--- config.mk ---
export PLATFORM = sky130hd
export DESIGN_NAME = pcas_ctrl
export DESIGN_NICKNAME = d
export VERILOG_FILES = /design/src/design/pcas_pkg.sv /design/src/design/pcas_ctrl.sv
export SDC_FILE = /design/constraint.sdc
export NUM_CORES = 1
export LEC_CHECK = 0
export BUFFER_PORTS_ARGS = -buffer_cell sky130_fd_sc_hd__buf_2
export CORE_AREA = 2 2 39 41
export DETAILED_ROUTE_END_ITERATION = 8
export DIE_AREA = 0 0 41 43
export PLACE_DENSITY = 0.45
export SYNTH_ARGS = -nofsm -noshare
export SYNTH_HDL_FRONTEND = slang
export SYNTH_SLANG_ARGS = --single-unit
export TNS_END_PERCENT = 10
--- constraint.sdc ---
create_clock -name clk -period 1.6 [get_ports clk]
set_input_delay 0.08 -clock clk [delete_from_list [all_inputs] [get_ports clk]]
set_output_delay 0.08 -clock clk [all_outputs]
set_load 0.005 [all_outputs]
--- src/design/pcas_pkg.sv ---
// Package: shared types, constants and CORDIC angle table for the polar sort block.
`timescale 1ns / 1ps
`default_nettype none
package pcas_pkg;
	localparam int MaxPointsDefault = 64;
	localparam int CordicSteps = 20;

	typedef struct packed {
		logic signed [15:0] coord_x;
		logic signed [15:0] coord_y;
		logic               final_point;
	} in_item_t;

	typedef struct packed {
		logic [15:0] radius;
		logic [15:0] angle;
		logic        final_result;
	} out_item_t;

	typedef struct packed {
		logic [15:0] rad;
		logic [15:0] ang;
	} entry_t;

	// controller -> datapath
	typedef struct packed {
		logic load;      // capture input transaction, start math
		logic step;      // one iteration of sqrt and CORDIC
		logic finish;    // compute final radius/angle into result regs
		logic write;     // write computed entry into store
		logic sort_init; // start a selection pass over the store
		logic sort_scan; // compare one entry in the pass
		logic emit;      // output the selected minimum
	} dp_cmd_t;

	// datapath -> controller
	typedef struct packed {
		logic math_done;
		logic scan_done;
		logic store_empty_after;
	} dp_stat_t;

	function automatic logic [22:0] atan_entry(input logic [4:0] i);
		logic [22:0] r;
		unique case (i)
			5'd0:  r = 23'd2097152;
			5'd1:  r = 23'd1238021;
			5'd2:  r = 23'd654136;
			5'd3:  r = 23'd332050;
			5'd4:  r = 23'd166669;
			5'd5:  r = 23'd83416;
			5'd6:  r = 23'd41718;
			5'd7:  r = 23'd20860;
			5'd8:  r = 23'd10430;
			5'd9:  r = 23'd5215;
			5'd10: r = 23'd2608;
			5'd11: r = 23'd1304;
			5'd12: r = 23'd652;
			5'd13: r = 23'd326;
			5'd14: r = 23'd163;
			5'd15: r = 23'd81;
			5'd16: r = 23'd41;
			5'd17: r = 23'd20;
			5'd18: r = 23'd10;
			5'd19: r = 23'd5;
			default: r = 23'd0;
		endcase
		return r;
	endfunction
endpackage
`default_nettype wire

--- src/design/pcas_ctrl.sv ---
// Controller: sequences point math, store write and output sort passes.
`timescale 1ns / 1ps
`default_nettype none
module pcas_ctrl (
	input  wire logic               clk,
	input  wire logic               arst_n,
	input  wire logic               start,
	input  wire logic               final_in,
	input  wire pcas_pkg::dp_stat_t stat,
	output pcas_pkg::dp_cmd_t       cmd,
	output logic                    busy,
	output logic                    strobe
);
	typedef enum logic [2:0] {IDLE, CALC, FIN, WR, SINIT, SCAN, EMIT} state_t;
	state_t st_q;
	logic   fin_q;

	always_ff @(posedge clk or negedge arst_n) begin
		if (!arst_n) begin
			st_q   <= IDLE;
			fin_q  <= 1'b0;
			strobe <= 1'b0;
		end else begin
			strobe <= 1'b0;
			unique case (st_q)
				IDLE: if (start) begin
					st_q  <= CALC;
					fin_q <= final_in;
				end
				CALC: if (stat.math_done) st_q <= FIN;
				FIN:  st_q <= WR;
				WR:   st_q <= fin_q ? SINIT : IDLE;
				SINIT: st_q <= SCAN;
				SCAN: if (stat.scan_done) st_q <= EMIT;
				EMIT: begin
					strobe <= 1'b1;
					st_q   <= stat.store_empty_after ? IDLE : SINIT;
				end
				default: st_q <= IDLE;
			endcase
		end
	end

	always_comb begin
		cmd           = '0;
		cmd.load      = (st_q == IDLE) && start;
		cmd.step      = (st_q == CALC);
		cmd.finish    = (st_q == FIN);
		cmd.write     = (st_q == WR);
		cmd.sort_init = (st_q == SINIT);
		cmd.sort_scan = (st_q == SCAN);
		cmd.emit      = (st_q == EMIT);
	end
	assign busy = (st_q != IDLE);

	a_strobe_idle: assert property (@(posedge clk) disable iff (!arst_n)
		strobe |-> $past(st_q == EMIT)) else $error("strobe outside emit");
	a_load_busy: assert property (@(posedge clk) disable iff (!arst_n)
		(start && !busy) |=> busy) else $error("accepted but not busy");
	a_emit_after_scan: assert property (@(posedge clk) disable iff (!arst_n)
		(st_q == EMIT) |-> $past(st_q == SCAN)) else $error("emit without scan");
endmodule
`default_nettype wire

==> metrics.txt <==
CP arrival=approximately 1.4 ns; Ports=16; via/cell ratio=4.27; first-pass GRT wire length=between 1000 and 1500 um; CTS tree=yes; fraction of layout cells with a size suffix above 1=a little under three fifths; Initial Utilization=approximately 22%; Post-Synthesis Cells=26; type of origin of the critical path=register; input/output buffers=15; Peak supply drop=0.586 mV; P_leak=0.203 nW; hold_ws=between 0.08 and 0.09 ns; DRC=0; Seq cells post-synth=5; crit share post-route=just over 90%; status=finished, final reports clean; drt pass-1 iters=2; CORE AREA=roughly 1400 um^2; sequential share of the synthesized area=about 41%; Detail Route Antenna Nets=0; met3 Usage GRT=~1.6%; Tmin final=about 1.5 ns; via count of the first global-routing pass=~240; final instance area=404 um^2; Final Max Slew Viols=0; setup TNS=0 ns; GR Util met2=11.3%; CTS Buf Count=3; placed cell area=roughly 370 um^2; CP Class=reg -> out; WL/cell=9.93 um; Detailed Route WL=between 500 and 600 um; nets=just over 50; # setup viols final=0; Final Hold Viols=0; H-tree levels=1; pwr dens=approximately 1700 nW/um^2; post-CTS setup buffers=0; clock latency on the worst-skew pair=about 0.24 ns; Post-Layout Cell Count=59; Syn Area/Cell=11.6 um^2; DIE WIDTH=between 40 and 50 um; antenna violations before repair=0; Ant. Diodes=0; placed cell count=54; largest net degree at the start of global routing=14; Synthesis Warnings=0; Clock Tree Buf Depth=2; syn nets=33; clk root buf=clkbuf_4; GRT Total Usage=8.80%; fmax=about 0.68 GHz; synth top area cells=dfrtp_1 41%, nor4b_4 7.9%, buf_6 7.4%; Top Usage Layer GRT=met1; RSZ-0062 raised after global routing=no; GR Layer Usage met1=between 10% and 20%; Worst setup EP type=output pin; CP required=approximately 1.5 ns; max_slew headroom=between 70% and 80%; clk slew on worst S/H paths=~0.040 ns; die height=~43 um; CP Max Fanout=13; post-synth top area share=~41%; area grow syn2layout=33.5%; DRT iter0 DRCs=1; via count=between 200 and 300; clk sink count=5; # fillers=approximately 150; cell taking the most area after synthesis=dfrtp_1; Hold Crit Class=in -> reg; Post-CTS Resized=0; # rows=14; final global-route overflow total=0; Max Cap Violations=0; Hold-fix buffers, CTS=1; Clock Skew=0.00202 ns; routability cong.=around 0.64; Synth Cell Area=303 um^2; Distinct cells, synth=18; die area=approximately 1800 um^2; Least-Margin Pin Slew=about 0.38 ns
## final cells by class
class / count / area [um^2] / share of cell area, %
multi-input cells: 17 / 144 / 35.6
flip-flops and latches: 5 / 125 / 31.0
repair buffers: 16 / 85.1 / 21.1
clock buffers: 4 / 26.3 / 6.50
well taps: 16 / 20.0 / 4.95
inverters: 1 / 3.75 / 0.929
## path summary, 6_finish.rpt
| path | start | end | slack, ns | depth (start not counted) |
|---|---|---|---|---|
| min in group asynchronous | arst_n | strobe$_DFF_PN0_ | 0.19 | 2 |
| max reg2reg | st_q[0]$_DFFE_PN0P_ | fin_q$_DFFE_PN0P_ | 0.26 | 2 |
| max in group asynchronous | arst_n | st_q[0]$_DFFE_PN0P_ | 1.29 | 2 |
| min reg2reg | fin_q$_DFFE_PN0P_ | st_q[2]$_DFFE_PN0P_ | 0.50 | 1 |
| max | st_q[0]$_DFFE_PN0P_ | busy | 0.14 | 2 |
| min | final_in | fin_q$_DFFE_PN0P_ | 0.08 | 2 |
## synthesized netlist by cell type
library cell	number
or3_2	1
a22o_1	1
dfrtp_1	5
buf_4	1
nor4b_4	1
o21a_1	1
buf_6	2
nor2_1	1
nor3b_1	3
o21ai_0	1
mux2_2	2
inv_1	1
and3b_1	1
nor4_1	1
a31o_2	1
a211oi_1	1
and3_2	1
nand2_1	1
## per-stage QoR
step	utilization, %	worst slack, ns	power (mW)
2_1_floorplan	-	0.398	0.499
3_3_place_gp	26.6	0.271	0.546
3_5_place_dp	26.6	0.253	0.550
4_1_cts	29.2	0.117	0.704
5_1_grt	29.2	0.0571	0.756
6_report	29.2	0.135	0.684
## worst max-delay path, cell delays in order, from the launching register on
cell and delay, ns:
dfrtp_1 0.50, or3_2 0.51, buf_2 0.14
## logic make-up after synthesis
family / after synthesis / synth area share [%]
buf+inv: 4 / 11.2
flops: 5 / 41.3
compound gates: 5 / 12.4
simple gates: 10 / 27.7
mux: 2 / 7.44
## report_power, final
group	total [mW]	switching, mW	internal [mW]
clock network	0.142	0.0476	0.0940
registers	0.284	0.109	0.175
logic	0.259	0.0908	0.168
## cell usage in the layout (no fill, tap or decap)
cell / count
nand2_1: 1
dlygate4sd3_1: 1
nor4_1: 1
clkbuf_4: 3
o21ai_0: 1
a31o_2: 1
nor3b_1: 3
buf_2: 15
a22o_1: 1
o21a_1: 1
and3_2: 1
nor4b_4: 1
a211oi_1: 1
and3b_1: 1
dfrtp_1: 5
or3_2: 1
clkbuf_1: 1
mux2_2: 2
nor2_1: 1
inv_1: 1
## registers in the layout, summed over array words and instances, names as in the netlist
register	flops
fin_q	1
st_q	3
strobe	1
## metal layers
layer	part of all wire (%)	up-vias	routed length (um)
li1	-	130	-
met1	42	115	246
met2	51	7	299
met3	6.8	0	40
met4	0	0	0
met5	0	-	0
(Power assumes the default switching activity.)
